===== config.mk =====
export PLATFORM = sky130hd
export DESIGN_NAME = major_frame_slot_scheduler
export DESIGN_NICKNAME = d
export VERILOG_FILES = /design/src/hdl/mfss_pkg.sv /design/src/hdl/major_frame_slot_scheduler.sv /design/src/hdl/mfss_table.sv /design/src/hdl/mfss_sequencer.sv /design/src/hdl/mfss_datapath.sv
export SDC_FILE = /design/constraint.sdc
export NUM_CORES = 2
export LEC_CHECK = 0
export BUFFER_PORTS_ARGS = -buffer_cell sky130_fd_sc_hd__buf_2
export CORE_AREA = 5 5 719 721
export CTS_BUF_LIST = sky130_fd_sc_hd__clkbuf_2
export CTS_CLUSTER_DIAMETER = 150
export DETAILED_ROUTE_END_ITERATION = 10
export DIE_AREA = 0 0 724 726
export GPL_ROUTABILITY_DRIVEN = 0
export GPL_TIMING_DRIVEN = 1
export PLACE_DENSITY = 0.41
export SLEW_MARGIN = 0
export SYNTH_ARGS = -nofsm -noshare
export SYNTH_HDL_FRONTEND = slang
export SYNTH_SLANG_ARGS = --single-unit

===== constraint.sdc =====
create_clock -name clock -period 14.5 [get_ports clock]
set_input_delay 1.45 -clock clock [delete_from_list [all_inputs] [get_ports clock]]
set_output_delay 1.45 -clock clock [all_outputs]
set_load 0.02 [all_outputs]

===== src/hdl/mfss_pkg.sv =====
// shared types, constants and the sequencer program of the major frame slot scheduler
package mfss_pkg;

   localparam int TIME_W       = 63;
   localparam int RUNTIME_W    = 40;
   localparam int SLOT_W       = 7;
   localparam int INDEX_W      = 6;
   localparam int REQ_DATA_W   = 112;
   localparam int RSP_DATA_W   = 72;
   localparam int CSR_INDEX_W  = 8;
   localparam int CSR_DATA_W   = 40;
   localparam int PC_W         = 4;
   localparam int PROG_LEN     = 11;

   localparam logic [CSR_INDEX_W-1:0] CSR_MAJOR_FRAME_LENGTH = 8'd0;
   localparam logic [CSR_INDEX_W-1:0] CSR_ENTRY_COUNT        = 8'd1;

   localparam logic MODE_WRITE  = 1'b0;
   localparam logic MODE_DECIDE = 1'b1;

   typedef logic [PC_W-1:0] pc_type;

   typedef enum logic [3:0] {
      OP_NOP,
      OP_WAIT,
      OP_RESTART,
      OP_LOAD_FIRST,
      OP_ADVANCE,
      OP_ADD,
      OP_POST,
      OP_EMPTY,
      OP_RESULT
   } op_type;

   typedef enum logic [2:0] {
      C_NEVER,
      C_ALWAYS,
      C_EMPTY,
      C_BEFORE_FRAME,
      C_WALK_DONE,
      C_LAST_SLOT,
      C_DUE_AGAIN
   } cond_type;

   typedef struct packed {
      op_type   op;
      cond_type cond;
      pc_type   target;
   } ctrl_type;

   typedef struct packed {
      logic empty;
      logic before_frame;
      logic walk_done;
      logic last_slot;
      logic due_again;
      logic stall;
   } flags_type;

   localparam pc_type L_WAIT   = 4'd0;
   localparam pc_type L_WALK   = 4'd5;
   localparam pc_type L_STEP   = 4'd6;
   localparam pc_type L_POST   = 4'd8;
   localparam pc_type L_EMPTY  = 4'd10;

   localparam ctrl_type PROGRAM [PROG_LEN] = '{
      '{OP_WAIT,       C_NEVER,        L_WAIT},
      '{OP_NOP,        C_EMPTY,        L_EMPTY},
      '{OP_NOP,        C_BEFORE_FRAME, L_WALK},
      '{OP_RESTART,    C_NEVER,        L_WAIT},
      '{OP_LOAD_FIRST, C_ALWAYS,       L_POST},
      '{OP_NOP,        C_WALK_DONE,    L_POST},
      '{OP_ADVANCE,    C_LAST_SLOT,    L_POST},
      '{OP_ADD,        C_DUE_AGAIN,    L_STEP},
      '{OP_POST,       C_NEVER,        L_WAIT},
      '{OP_RESULT,     C_ALWAYS,       L_WAIT},
      '{OP_EMPTY,      C_ALWAYS,       L_POST}
   };

   function automatic logic [TIME_W-1:0] sat_add(input logic [TIME_W-1:0] a,
                                                 input logic [TIME_W-1:0] b);
      logic [TIME_W:0] sum;
      sum = {1'b0, a} + {1'b0, b};
      return sum[TIME_W] ? {TIME_W{1'b1}} : sum[TIME_W-1:0];
   endfunction

endpackage


===== src/hdl/major_frame_slot_scheduler.sv =====
// top level of the major frame slot scheduler
// Table-driven time-partition scheduler. A request beat with tuser 0 writes one slot runtime
// and gives no response; with tuser 1 it asks for a decision at the given time and gives one
// response beat: the active slot, an idle flag and the time until the next decision. With an
// empty table a decision takes the default slice; at or after the frame end it restarts the
// frame and loads the first slot; else it walks past each expired slot in a two-step loop
// (advance, then add) set by the registered read port of the runtime memory, stopping at the
// last slot. The sequencer then returns to its wait step, ready for the next beat, and a
// response still held by a low rsp_tready stalls the result step until it leaves. A write beat
// is taken in the wait step. Configuration writes (0: major frame length, 1: entry count) are
// taken whenever offered and belong to idle periods only.
module major_frame_slot_scheduler
   import mfss_pkg::*;
#(
   parameter int MAX_SLOTS        = 64,
   parameter int DEFAULT_SLICE_NS = 10000000
) (
   input  logic                   clock,
   input  logic                   reset,
   input  logic                   req_tvalid,
   output logic                   req_tready,
   // slot_index, slot_runtime, current_time, tasklet_pending, zero pad
   input  logic [REQ_DATA_W-1:0]  req_tdata,
   // mode
   input  logic                   req_tuser,
   output logic                   rsp_tvalid,
   input  logic                   rsp_tready,
   // chosen_slot, slice_length, zero pad
   output logic [RSP_DATA_W-1:0]  rsp_tdata,
   // is_idle
   output logic                   rsp_tuser,
   input  logic                   csr_valid,
   output logic                   csr_ready,
   input  logic [CSR_INDEX_W-1:0] csr_index,
   input  logic [CSR_DATA_W-1:0]  csr_data
);

   localparam int AW = (MAX_SLOTS > 1) ? $clog2(MAX_SLOTS) : 1;

   ctrl_type             ctrl;
   flags_type            flags;
   logic                 tbl_wr_en;
   logic [AW-1:0]        tbl_wr_addr;
   logic [RUNTIME_W-1:0] tbl_wr_data;
   logic                 tbl_rd_en;
   logic [AW-1:0]        tbl_rd_addr;
   logic [RUNTIME_W-1:0] tbl_rd_data;

   mfss_sequencer u_sequencer (
      .clock (clock),
      .reset (reset),
      .flags (flags),
      .ctrl  (ctrl)
   );

   mfss_table #(
      .MAX_SLOTS (MAX_SLOTS)
   ) u_table (
      .clock   (clock),
      .wr_en   (tbl_wr_en),
      .wr_addr (tbl_wr_addr),
      .wr_data (tbl_wr_data),
      .rd_en   (tbl_rd_en),
      .rd_addr (tbl_rd_addr),
      .rd_data (tbl_rd_data)
   );

   mfss_datapath #(
      .MAX_SLOTS        (MAX_SLOTS),
      .DEFAULT_SLICE_NS (DEFAULT_SLICE_NS)
   ) u_datapath (
      .clock       (clock),
      .reset       (reset),
      .ctrl        (ctrl),
      .flags       (flags),
      .req_tvalid  (req_tvalid),
      .req_tready  (req_tready),
      .req_tdata   (req_tdata),
      .req_tuser   (req_tuser),
      .rsp_tvalid  (rsp_tvalid),
      .rsp_tready  (rsp_tready),
      .rsp_tdata   (rsp_tdata),
      .rsp_tuser   (rsp_tuser),
      .csr_valid   (csr_valid),
      .csr_ready   (csr_ready),
      .csr_index   (csr_index),
      .csr_data    (csr_data),
      .tbl_wr_en   (tbl_wr_en),
      .tbl_wr_addr (tbl_wr_addr),
      .tbl_wr_data (tbl_wr_data),
      .tbl_rd_en   (tbl_rd_en),
      .tbl_rd_addr (tbl_rd_addr),
      .tbl_rd_data (tbl_rd_data)
   );

endmodule


===== src/hdl/mfss_table.sv =====
// slot runtime memory, one write port and one registered read port
module mfss_table
   import mfss_pkg::*;
#(
   parameter int MAX_SLOTS = 64,
   localparam int AW = (MAX_SLOTS > 1) ? $clog2(MAX_SLOTS) : 1
) (
   input  logic                 clock,
   input  logic                 wr_en,
   input  logic [AW-1:0]        wr_addr,
   input  logic [RUNTIME_W-1:0] wr_data,
   input  logic                 rd_en,
   input  logic [AW-1:0]        rd_addr,
   output logic [RUNTIME_W-1:0] rd_data
);

   logic [RUNTIME_W-1:0] mem [MAX_SLOTS];
   logic [RUNTIME_W-1:0] rd_data_ff;

   always_ff @(posedge clock) begin
      if (wr_en) begin
         mem[wr_addr] <= wr_data;
      end
   end

   always_ff @(posedge clock) begin
      if (rd_en) begin
         rd_data_ff <= mem[rd_addr];
      end
   end

   assign rd_data = rd_data_ff;

endmodule


===== src/hdl/mfss_sequencer.sv =====
// step counter and program table that drive the scheduler datapath
module mfss_sequencer
   import mfss_pkg::*;
(
   input  logic      clock,
   input  logic      reset,
   input  flags_type flags,
   output ctrl_type  ctrl
);

   pc_type pc_ff;
   pc_type pc_in;
   logic   taken;

   assign ctrl = PROGRAM[pc_ff];

   always_comb begin
      unique case (ctrl.cond)
         C_NEVER:        taken = 1'b0;
         C_ALWAYS:       taken = 1'b1;
         C_EMPTY:        taken = flags.empty;
         C_BEFORE_FRAME: taken = flags.before_frame;
         C_WALK_DONE:    taken = flags.walk_done;
         C_LAST_SLOT:    taken = flags.last_slot;
         C_DUE_AGAIN:    taken = flags.due_again;
         default:        taken = 1'b0;
      endcase
   end

   always_comb begin
      if (flags.stall) begin
         pc_in = pc_ff;
      end else if (taken) begin
         pc_in = ctrl.target;
      end else begin
         pc_in = pc_ff + 4'd1;
      end
   end

   always_ff @(posedge clock) begin
      if (reset) begin
         pc_ff <= L_WAIT;
      end else begin
         pc_ff <= pc_in;
      end
   end

endmodule


===== src/hdl/mfss_datapath.sv =====
// scheduler registers, shared saturating adder, handshakes and result register
module mfss_datapath
   import mfss_pkg::*;
#(
   parameter int MAX_SLOTS        = 64,
   parameter int DEFAULT_SLICE_NS = 10000000,
   localparam int AW = (MAX_SLOTS > 1) ? $clog2(MAX_SLOTS) : 1
) (
   input  logic                   clock,
   input  logic                   reset,
   input  ctrl_type               ctrl,
   output flags_type              flags,
   input  logic                   req_tvalid,
   output logic                   req_tready,
   input  logic [REQ_DATA_W-1:0]  req_tdata,
   input  logic                   req_tuser,
   output logic                   rsp_tvalid,
   input  logic                   rsp_tready,
   output logic [RSP_DATA_W-1:0]  rsp_tdata,
   output logic                   rsp_tuser,
   input  logic                   csr_valid,
   output logic                   csr_ready,
   input  logic [CSR_INDEX_W-1:0] csr_index,
   input  logic [CSR_DATA_W-1:0]  csr_data,
   output logic                   tbl_wr_en,
   output logic [AW-1:0]          tbl_wr_addr,
   output logic [RUNTIME_W-1:0]   tbl_wr_data,
   output logic                   tbl_rd_en,
   output logic [AW-1:0]          tbl_rd_addr,
   input  logic [RUNTIME_W-1:0]   tbl_rd_data
);

   logic [INDEX_W-1:0]   req_slot_index;
   logic [RUNTIME_W-1:0] req_slot_runtime;
   logic [TIME_W-1:0]    req_current_time;
   logic                 req_tasklet;
   logic                 req_accept;
   logic                 csr_accept;

   logic [RUNTIME_W-1:0] major_frame_ff, major_frame_in;
   logic [SLOT_W-1:0]    entry_count_ff, entry_count_in;
   logic [TIME_W-1:0]    now_ff, now_in;
   logic                 tasklet_ff, tasklet_in;
   logic [TIME_W-1:0]    frame_start_ff, frame_start_in;
   logic [TIME_W-1:0]    switch_ff, switch_in;
   logic [SLOT_W-1:0]    slot_ff, slot_in;
   logic                 rsp_valid_ff, rsp_valid_in;
   logic [SLOT_W-1:0]    rsp_slot_ff, rsp_slot_in;
   logic                 rsp_idle_ff, rsp_idle_in;
   logic [TIME_W-1:0]    rsp_slice_ff, rsp_slice_in;

   logic [SLOT_W-1:0]    n_eff;
   logic [SLOT_W:0]      slot_next;
   logic                 past_end;
   logic [TIME_W-1:0]    add_a, add_b, sum_val;
   logic                 load_rsp;

   assign req_slot_index   = req_tdata[5:0];
   assign req_slot_runtime = req_tdata[45:6];
   assign req_current_time = req_tdata[108:46];
   assign req_tasklet      = req_tdata[109];

   assign req_tready = (ctrl.op == OP_WAIT);
   assign req_accept = req_tvalid && req_tready;
   assign csr_ready  = 1'b1;
   assign csr_accept = csr_valid && csr_ready;

   assign n_eff     = (32'(entry_count_ff) > MAX_SLOTS) ? SLOT_W'(MAX_SLOTS) : entry_count_ff;
   assign slot_next = {1'b0, slot_ff} + 8'd1;
   assign past_end  = (slot_ff >= n_eff);

   // shared adder operand select
   always_comb begin
      add_a = (ctrl.op == OP_ADD) ? switch_ff : now_ff;
      case (ctrl.op)
         OP_RESTART: add_b = TIME_W'(major_frame_ff);
         OP_EMPTY:   add_b = TIME_W'(DEFAULT_SLICE_NS);
         default:    add_b = TIME_W'(tbl_rd_data);
      endcase
   end

   assign sum_val = sat_add(add_a, add_b);

   assign load_rsp = (ctrl.op == OP_RESULT) && (!rsp_valid_ff || rsp_tready);

   always_comb begin
      flags.empty        = (n_eff == '0);
      flags.before_frame = (now_ff < frame_start_ff);
      flags.walk_done    = (now_ff < switch_ff) || past_end;
      flags.last_slot    = (slot_next >= {1'b0, n_eff});
      flags.due_again    = (now_ff >= sum_val);
      flags.stall        = ((ctrl.op == OP_WAIT) && !(req_accept && req_tuser == MODE_DECIDE))
                           || ((ctrl.op == OP_RESULT) && !load_rsp);
   end

   assign tbl_wr_en   = req_accept && (req_tuser == MODE_WRITE)
                        && (32'(req_slot_index) < MAX_SLOTS);
   assign tbl_wr_addr = AW'(req_slot_index);
   assign tbl_wr_data = req_slot_runtime;
   assign tbl_rd_en   = (ctrl.op == OP_RESTART) || (ctrl.op == OP_ADVANCE);
   assign tbl_rd_addr = (ctrl.op == OP_RESTART) ? '0 : AW'(slot_next);

   always_comb begin
      major_frame_in = major_frame_ff;
      entry_count_in = entry_count_ff;
      if (csr_accept) begin
         case (csr_index)
            CSR_MAJOR_FRAME_LENGTH: major_frame_in = csr_data;
            CSR_ENTRY_COUNT:        entry_count_in = csr_data[SLOT_W-1:0];
            default: ;
         endcase
      end
   end

   always_comb begin
      now_in         = now_ff;
      tasklet_in     = tasklet_ff;
      frame_start_in = frame_start_ff;
      switch_in      = switch_ff;
      slot_in        = slot_ff;
      if (req_accept && req_tuser == MODE_DECIDE) begin
         now_in     = req_current_time;
         tasklet_in = req_tasklet;
      end
      case (ctrl.op)
         OP_RESTART: begin
            slot_in        = '0;
            frame_start_in = sum_val;
         end
         OP_LOAD_FIRST: switch_in      = sum_val;
         OP_ADVANCE:    slot_in        = slot_next[SLOT_W-1:0];
         OP_ADD:        switch_in      = sum_val;
         OP_EMPTY:      frame_start_in = sum_val;
         OP_POST: begin
            if (past_end) begin
               switch_in = frame_start_ff;
            end
         end
         default: ;
      endcase
   end

   always_comb begin
      rsp_valid_in = rsp_valid_ff;
      rsp_slot_in  = rsp_slot_ff;
      rsp_idle_in  = rsp_idle_ff;
      rsp_slice_in = rsp_slice_ff;
      if (rsp_valid_ff && rsp_tready) begin
         rsp_valid_in = 1'b0;
      end
      if (load_rsp) begin
         rsp_valid_in = 1'b1;
         rsp_slot_in  = past_end ? n_eff : slot_ff;
         rsp_idle_in  = past_end || tasklet_ff;
         rsp_slice_in = (switch_ff > now_ff) ? (switch_ff - now_ff) : '0;
      end
   end

   always_ff @(posedge clock) begin
      if (reset) begin
         major_frame_ff <= '0;
         entry_count_ff <= '0;
         frame_start_ff <= '0;
         switch_ff      <= '0;
         slot_ff        <= '0;
         rsp_valid_ff   <= 1'b0;
      end else begin
         major_frame_ff <= major_frame_in;
         entry_count_ff <= entry_count_in;
         frame_start_ff <= frame_start_in;
         switch_ff      <= switch_in;
         slot_ff        <= slot_in;
         rsp_valid_ff   <= rsp_valid_in;
      end
   end

   always_ff @(posedge clock) begin
      now_ff       <= now_in;
      tasklet_ff   <= tasklet_in;
      rsp_slot_ff  <= rsp_slot_in;
      rsp_idle_ff  <= rsp_idle_in;
      rsp_slice_ff <= rsp_slice_in;
   end

   assign rsp_tvalid = rsp_valid_ff;
   assign rsp_tuser  = rsp_idle_ff;
   assign rsp_tdata  = {2'b00, rsp_slice_ff, rsp_slot_ff};

   a_advance_steps_one: assert property (@(posedge clock) disable iff (reset)
      ctrl.op == OP_ADVANCE |=> slot_ff == SLOT_W'($past(slot_ff) + 7'd1))
      else $error("slot did not advance by one");

   a_first_slot_zero: assert property (@(posedge clock) disable iff (reset)
      ctrl.op == OP_LOAD_FIRST |-> slot_ff == '0)
      else $error("frame restart did not select the first slot");

   a_idle_switch_at_frame: assert property (@(posedge clock) disable iff (reset)
      ctrl.op == OP_POST && past_end |=> switch_ff == frame_start_ff)
      else $error("switch time not moved to frame end past the last slot");

endmodule

# Word level (Yosys, flattened, before mapping)

Memory sizes are Yosys's and may differ from the RTL's. A register that Yosys moved wholly into a read port is not among the register bits.
Index checks and enable logic that the tools add are counted.

RAM bits: 2560
Logic and storage cells: 86
Bits of input ports: 166
Memories kept: 2
Memory bits (read-only): 176
Output and inout port bits: 76
Register bits after elaboration: 320

Eq/ne operators: 16
Multiplexer cells: 17
Reductions and logical operators: 25
Bitwise operators: 2
$add $sub $neg: 4
$lt $le $gt $ge: 8

Memory list:

| name            | words | bits a word | read ports | clocked after Yosys merged registers in | wr ports | RTL line             | text |
|---|---|---|---|---|---|---|---|
| u_table.mem     | 64    | 40          | 1          | 1                                       | 1        | mfss_table.sv:17     | `logic [RUNTIME_W-1:0] mem [MAX_SLOTS];` |
| (no name shown) | 16    | 11          | 1          | 0                                       | 0        | mfss_sequencer.sv:15 | `assign ctrl = PROGRAM[pc_ff];` |

Operator list:

| kind                  | count |
|---|---|
| $mux W63              | 3 |
| $lt A63 B63 Y1        | 2 |
| $pmux W63 S2          | 1 |
| $pmux W40 S2          | 1 |
| $add A63 B40 Y64      | 1 |
| $ge A63 B63 Y1        | 1 |
| $gt A63 B63 Y1        | 1 |
| $sub A63 B63 Y63      | 1 |
| $mux W11              | 2 |
| $eq A4 B3 Y1 const B  | 4 |
| $mux W7               | 2 |
| $pmux W7 S2           | 1 |
| $eq A3 B3 Y1 const B  | 3 |
| $add A7 B1 Y8 const B | 1 |
| $eq A4 B2 Y1 const B  | 2 |
| $eq A8 B1 Y1 const B  | 1 |
| $ge A8 B7 Y1          | 1 |
| $logic_not A8 Y1      | 1 |
| $ge A7 B7 Y1          | 1 |
| $gt A7 B7 Y1 const B  | 1 |
| $logic_and A1 B1 Y1   | 7 |
| $logic_not A7 Y1      | 1 |
| $eq A3 B2 Y1 const B  | 2 |
| $mux W6               | 1 |
| other kinds (16)      | 30 |

# Depth between registers and ports, before layout

Word-level depth: 11
Gate-level depth with buffers: 35
Depth with buffers taken out: 31

# Hierarchy

Synthesis repeated with hierarchy kept, for this count alone.

Cell total of the unflattened synthesis: 7167
Area, all modules: 122428.7 µm²

By module, submodules not included:

| module         | instances | area each (µm²) | cells each | sequential area each (µm²) |
|---|---|---|---|---|
| mfss_table     | 1         | 98236.7         | 4195       | 78074.9 |
| mfss_datapath  | 1         | 23651.4         | 2901       | 7677.4 |
| mfss_sequencer | 1         | 540.5           | 71         | 80.1 |

# Least setup slack after synthesis

Ideal clock, no wire load.

Path kind: reg-to-reg
From: register u_sequencer.pc_ff[0]
To: register u_sequencer.pc_ff[3]
Buffers on the path: 4
Clock period less this slack: 7882 ps
Library setup time: 74 ps
Data required time: 14426 ps
Data arrival time: 7808 ps
Setup slack: 6618 ps
Cell stages (with the launch flop): 34
Path through: dfxtp_1 inv_1 ha_1 clkbuf_1 nand3b_1 a221oi_2 buf_2 clkbuf_1 clkbuf_1 a22o_1 ha_1 inv_1 fa_1 nor2b_1 o31a_1 o211ai_1 o211ai_1 nand4_1 a21oi_1 o21ai_0 or3b_2 xnor2_1 and2_1 ha_1 nand4_1 nor4_1 or4b_2 o31ai_1 o31ai_1 nand3_1 nor3_1 and3_1 a221o_1 a31oi_1

Cells in the longest elaborated chain, start to end: 11
Elaborated cells on any way between the ends: 31
Classes of those cells: 2 x add/sub; 1 x order compare; 11 x eq/ne; 7 x mux; 1 x bitwise; 8 x reduce/logical; 1 x memory

Ends and longest elaborated chain:

| element                                     | RTL line                                 | text |
|---|---|---|
| start: declaration                          | mfss_sequencer.sv:11                     | `pc_type pc_ff;` |
| start signal: assignment                    | mfss_sequencer.sv:44                     | `pc_ff <= pc_in;` |
| $not A4 Y5 (not written as such)            | mfss_sequencer.sv:15                     |  |
| $mem_v2 Z16 W11                             | --                                       |  |
| $mux W11 (not written as such) (2 in a row) | mfss_sequencer.sv:15                     |  |
| $eq A4 B3 Y1, or another cell as far along  | mfss_datapath.sv:75                      | `case (ctrl.op)` |
| $pmux W40 S2 or $mux W63 (tied branches)    | mfss_datapath.sv:75, mfss_datapath.sv:74 |  |
| $add A63 B40 Y64                            | mfss_pkg.sv:83                           | `sum = {1'b0, a} + {1'b0, b};` |
| $mux W63                                    | mfss_pkg.sv:84                           | `return sum[TIME_W] ? {TIME_W{1'b1}} : sum[TIME_W-1:0];` |
| $ge A63 B63 Y1                              | mfss_datapath.sv:91                      | `flags.due_again = (now_ff >= sum_val);` |
| $pmux W1 S6                                 | mfss_sequencer.sv:18                     | `unique case (ctrl.cond)` |
| $mux W4                                     | mfss_sequencer.sv:33                     | `end else if (taken) begin` |

Several ways; a longest one is shown, not always the timed one. The select of a mux whose other input is x is not followed.
A chain may end at the register's enable or synchronous reset.

# Final worst setup path

From: register u_sequencer.pc_ff[1]
To: register u_sequencer.pc_ff[2]

Same word-level chain as after synthesis.

==> out/qor.tcl <==
set qor(worst_setup_path_end_kind) {flip-flop}
set qor(cts.reportedPaths.clkPinSlew_ns) 0.11
set qor(design.portCount) 242
set qor(routed_via_density) 4.99
set qor(cp-start-kind) {flip-flop}
set qor(cp_slowest_cell) {sky130_fd_sc_hd__buf_4}
set qor(layout_commonest_cell) {sky130_fd_sc_hd__edfxtp_1}
set qor(grt_setup_unrepaired) {no}
set qor(detailedRoute.firstPassIterationCount) 6
set qor(die_w_um) 724
set qor(fin_setup_tns_ns) 0
set qor(failed_checks) {max-capacitance violations, max-slew violations}
set qor(drc) 0
set qor(globalRouteOverflowTotal) 0
set qor(critical_path.max_stage_delay_ns) 0.86
set qor(antenna_left) 0
set qor(num-nets-final) 11600
set qor(cts_setup_buffers) 0
set qor(grt_start_max_net_pins) 140
set qor(final_core_utilization_pct) 28.6
set qor(slew_violations) 2
set qor(timing.fmax_mhz) 101
set qor(power.total_uw) 18200
set qor(dr.first_iter.drc_count) 8134
set qor(detailed_place.area_sq_um) 136000
set qor(async_flop_share_pct) 0
set qor(post-dp-hpwl_mm) 261
set qor(track_usage_pct) 17.2
set qor(number_of_enable_type_register_cells_in_the_synthesized_netlist) 2735
set qor(floorplan.die.height_um) 726
set qor(fillCellCount) 52700
set qor(area.growth.synth_to_final_pct) 15.4
set qor(critical_path.most_common_cell) {sky130_fd_sc_hd__ha_1}
set qor(cts_num_sinks) 2920
set qor(timing.critical_path.arrival_ns) 11.89
set qor(first_global_vias) 91300
set qor(htree_levels) 6
set qor(total_detailed_routing_wirelength_mm) 470
set qor(worst-path-max-fanout) 81
set qor(tritoncts) {built}
set qor(finalCriticalPeriod_ns) 9.88
set qor(timing.final.setup_violations) 0
set qor(critPathKind) {flip-flop to flip-flop}
set qor(ys.flop_type) {sky130_fd_sc_hd__edfxtp_1}
set qor(synth-warning-count) 0
set qor(ys_seq_area_share_pct) 67.7
set qor(clockBufferDepth) 4
set qor(min_period_over_period_pct) 68.1
set qor(mappedNetlistArea_sq_um) 127000
set qor(tightest_slew_ns) 1.50
set qor(cts_root_buffer) {sky130_fd_sc_hd__clkbuf_2}
set qor(detailroute.via_count) 92300
set qor(initial_core_util_pct) 24.8
set qor(yosys.cell_types.count) 90
set qor(maxCapViolCount) 1
set qor(maxSlewHeadroom_pct) -0.871
set qor(number_of_antenna_violations_at_the_first_check_in_global_routing) 45
set qor(core_area_sq_um) 511000
set qor(setup_skew_ns) 0.353
set qor(wl_per_cell_um) 25.4
set qor(grt_pass1_wl_mm) 663
set qor(dpl_worst_slack_ns) 4.61
set qor(synthesis.area_per_instance_sq_um) 12.2
set qor(run_status) {finished, violations left}
set qor(power_leakage_uw) 0.0501
set qor(ys_seq_elements) 2920
set qor(peakVddDrop_v) 0.0000863
set qor(postSynthCellCount) 10400
set qor(die_area_sq_um) 526000
set qor(post_route_cells_drive_above_1_share_pct) 15.5
set qor(port-buffer-count) 236
set qor(tritoncts_buffer_count) 758
set qor(worstSkewPairLatency_ns) 2.35
set qor(required_ns) 16.52
set qor(hold_viol_final) 0
set qor(rows) 263
set qor(commonest_cells_after_routing_fill_and_taps_aside) {sky130_fd_sc_hd__edfxtp_1 (2,735), sky130_fd_sc_hd__nand2_1 (2,046), sky130_fd_sc_hd__clkbuf_2 (1,124), sky130_fd_sc_hd__a21oi_1 (612), sky130_fd_sc_hd__nand3_1 (609)}
set qor(power_density_over_the_cells_nw_per_um2) 124
set qor(worstHoldPathType) {input port to flip-flop}
set qor(worst_slack_ns) 4.62
set qor(stdcell_area_sq_um) 146000
flip-flops by register name (all words and copies together), names as in the netlist, 4 cells and up:
| signal | cells |
|---|---|
| u_sequencer.pc_ff | 4 |
| u_datapath.rsp_slice_ff | 63 |
| u_datapath.now_ff | 63 |
| u_table.rd_data | 40 |
| u_datapath.switch_ff | 63 |
| u_datapath.slot_ff | 7 |
| u_datapath.frame_start_ff | 63 |
| u_datapath.entry_count_ff | 7 |
| u_datapath.major_frame_ff | 40 |
| u_datapath.rsp_slot_ff | 7 |
| u_table.mem | 2560 |
stage by stage:
stage,cells,hold WS [ns]
2_1_floorplan,10400,0.437
3_3_place_gp,16900,0.445
3_5_place_dp,16900,0.448
4_1_cts,18500,0.00253
5_1_grt,18500,0.210
6_report,18500,0.422
logic make-up after synthesis:
group	synth area share, %
and+or+nand+nor	14.2
xor gates and xnor gates	0.829
DFF	67.7
buffers and inverters	2.92
AOI/OAI and AO/OA	11.5
adders and majority gates	2.48
other	0.00592
muxes	0.383
layout make-up:
type / count / area, sq um / share of cell area (%)
inverter: 171 / 657 / 0.449
sequential: 2920 / 85800 / 58.7
antenna: 22 / 55.1 / 0.0376
multi-input combinational: 6518 / 37900 / 25.9
clock inverter: 162 / 1070 / 0.735
tap: 6757 / 8450 / 5.78
clock buffer: 1124 / 5630 / 3.85
timing repair buffer: 820 / 6670 / 4.56
cell usage after synthesis (6+ instances only):
cell type / number / area share (%)
sky130_fd_sc_hd__buf_1: 32 / 0.095
sky130_fd_sc_hd__o21ai_1: 6 / 0.024
sky130_fd_sc_hd__nand2b_1: 18 / 0.089
sky130_fd_sc_hd__nor3_1: 105 / 0.41
sky130_fd_sc_hd__o21bai_1: 15 / 0.089
sky130_fd_sc_hd__a22o_1: 31 / 0.21
sky130_fd_sc_hd__nand2_1: 2050 / 6.1
sky130_fd_sc_hd__or2_2: 10 / 0.049
sky130_fd_sc_hd__a31oi_1: 134 / 0.66
sky130_fd_sc_hd__a2111oi_0: 15 / 0.10
sky130_fd_sc_hd__nor2b_1: 29 / 0.14
sky130_fd_sc_hd__a211o_1: 9 / 0.062
sky130_fd_sc_hd__a211oi_1: 145 / 0.86
sky130_fd_sc_hd__and4_1: 8 / 0.055
sky130_fd_sc_hd__a311oi_1: 321 / 2.2
sky130_fd_sc_hd__nand4_1: 166 / 0.82
sky130_fd_sc_hd__nand3_1: 609 / 2.4
sky130_fd_sc_hd__a221oi_1: 16 / 0.11
sky130_fd_sc_hd__nor2_1: 339 / 1.0
sky130_fd_sc_hd__nor4_1: 20 / 0.099
sky130_fd_sc_hd__edfxtp_1: 2735 / 65
sky130_fd_sc_hd__o211ai_1: 432 / 2.6
sky130_fd_sc_hd__o31ai_1: 19 / 0.11
sky130_fd_sc_hd__o22a_1: 9 / 0.062
sky130_fd_sc_hd__xor2_1: 57 / 0.39
sky130_fd_sc_hd__or3_1: 414 / 2.0
sky130_fd_sc_hd__o311ai_0: 37 / 0.26
sky130_fd_sc_hd__xnor2_1: 63 / 0.44
sky130_fd_sc_hd__o21ai_0: 178 / 0.70
sky130_fd_sc_hd__o21a_1: 19 / 0.11
sky130_fd_sc_hd__inv_1: 168 / 0.50
sky130_fd_sc_hd__ha_1: 248 / 2.4
sky130_fd_sc_hd__a21oi_1: 614 / 2.4
sky130_fd_sc_hd__mux2i_1: 41 / 0.32
sky130_fd_sc_hd__and3_1: 134 / 0.66
sky130_fd_sc_hd__a21o_1: 79 / 0.47
sky130_fd_sc_hd__and2_1: 24 / 0.12
sky130_fd_sc_hd__buf_2: 45 / 0.18
sky130_fd_sc_hd__buf_4: 8 / 0.047
sky130_fd_sc_hd__dfxtp_1: 185 / 2.9
sky130_fd_sc_hd__clkbuf_1: 698 / 2.1
sky130_fd_sc_hd__a21boi_0: 6 / 0.036
metal layers:
layer	GRT usage, %	routed length, um	up-vias	share of wire [%]
met5	0	131	-	0.028
li1	-	-	41300	-
met3	3.03	31400	740	6.7
met1	24.3	216000	46700	46
met2	26.9	211000	3471	45
met4	4.53	11200	22	2.4
path summary, 6_finish.rpt:
kind / start / endpoint / slack, ns / depth (start not counted)
min reg2reg: u_datapath.major_frame_ff[9]$_SDFFE_PP0P_ / u_datapath.major_frame_ff[9]$_SDFFE_PP0P_ / 0.46 / 2
min: req_tdata[42] / u_table.mem[5][36]$_DFFE_PP_ / 0.42 / 3
max reg2reg: u_sequencer.pc_ff[1]$_SDFFE_PP0N_ / u_sequencer.pc_ff[2]$_SDFFE_PP0N_ / 4.62 / 28
max: u_sequencer.pc_ff[1]$_SDFFE_PP0N_ / u_sequencer.pc_ff[2]$_SDFFE_PP0N_ / 4.62 / 28
repair_timing:
action	in CTS	in global routing
resized for setup	0	0
setup endpoints to repair	0	0
hold endpoints to repair	3040	0
hold buffers	323	0
report_power, final:
part | total (uW) | internal [uW] | switching, uW
sequential | 9560 | 9380 | 180
clock | 5810 | 2280 | 3530
combinational | 2790 | 927 | 1860
critical path: cells and delay by family, from the launching register on:
family / cells / cell delay (ns)
DFF: 1 / 0.62
adders and majority gates: 3 / 1.10
buffers and inverters: 3 / 1.59
and+or+nand+nor: 9 / 2.07
AOI/OAI and AO/OA: 13 / 4.29
(Power assumes the default switching activity.)
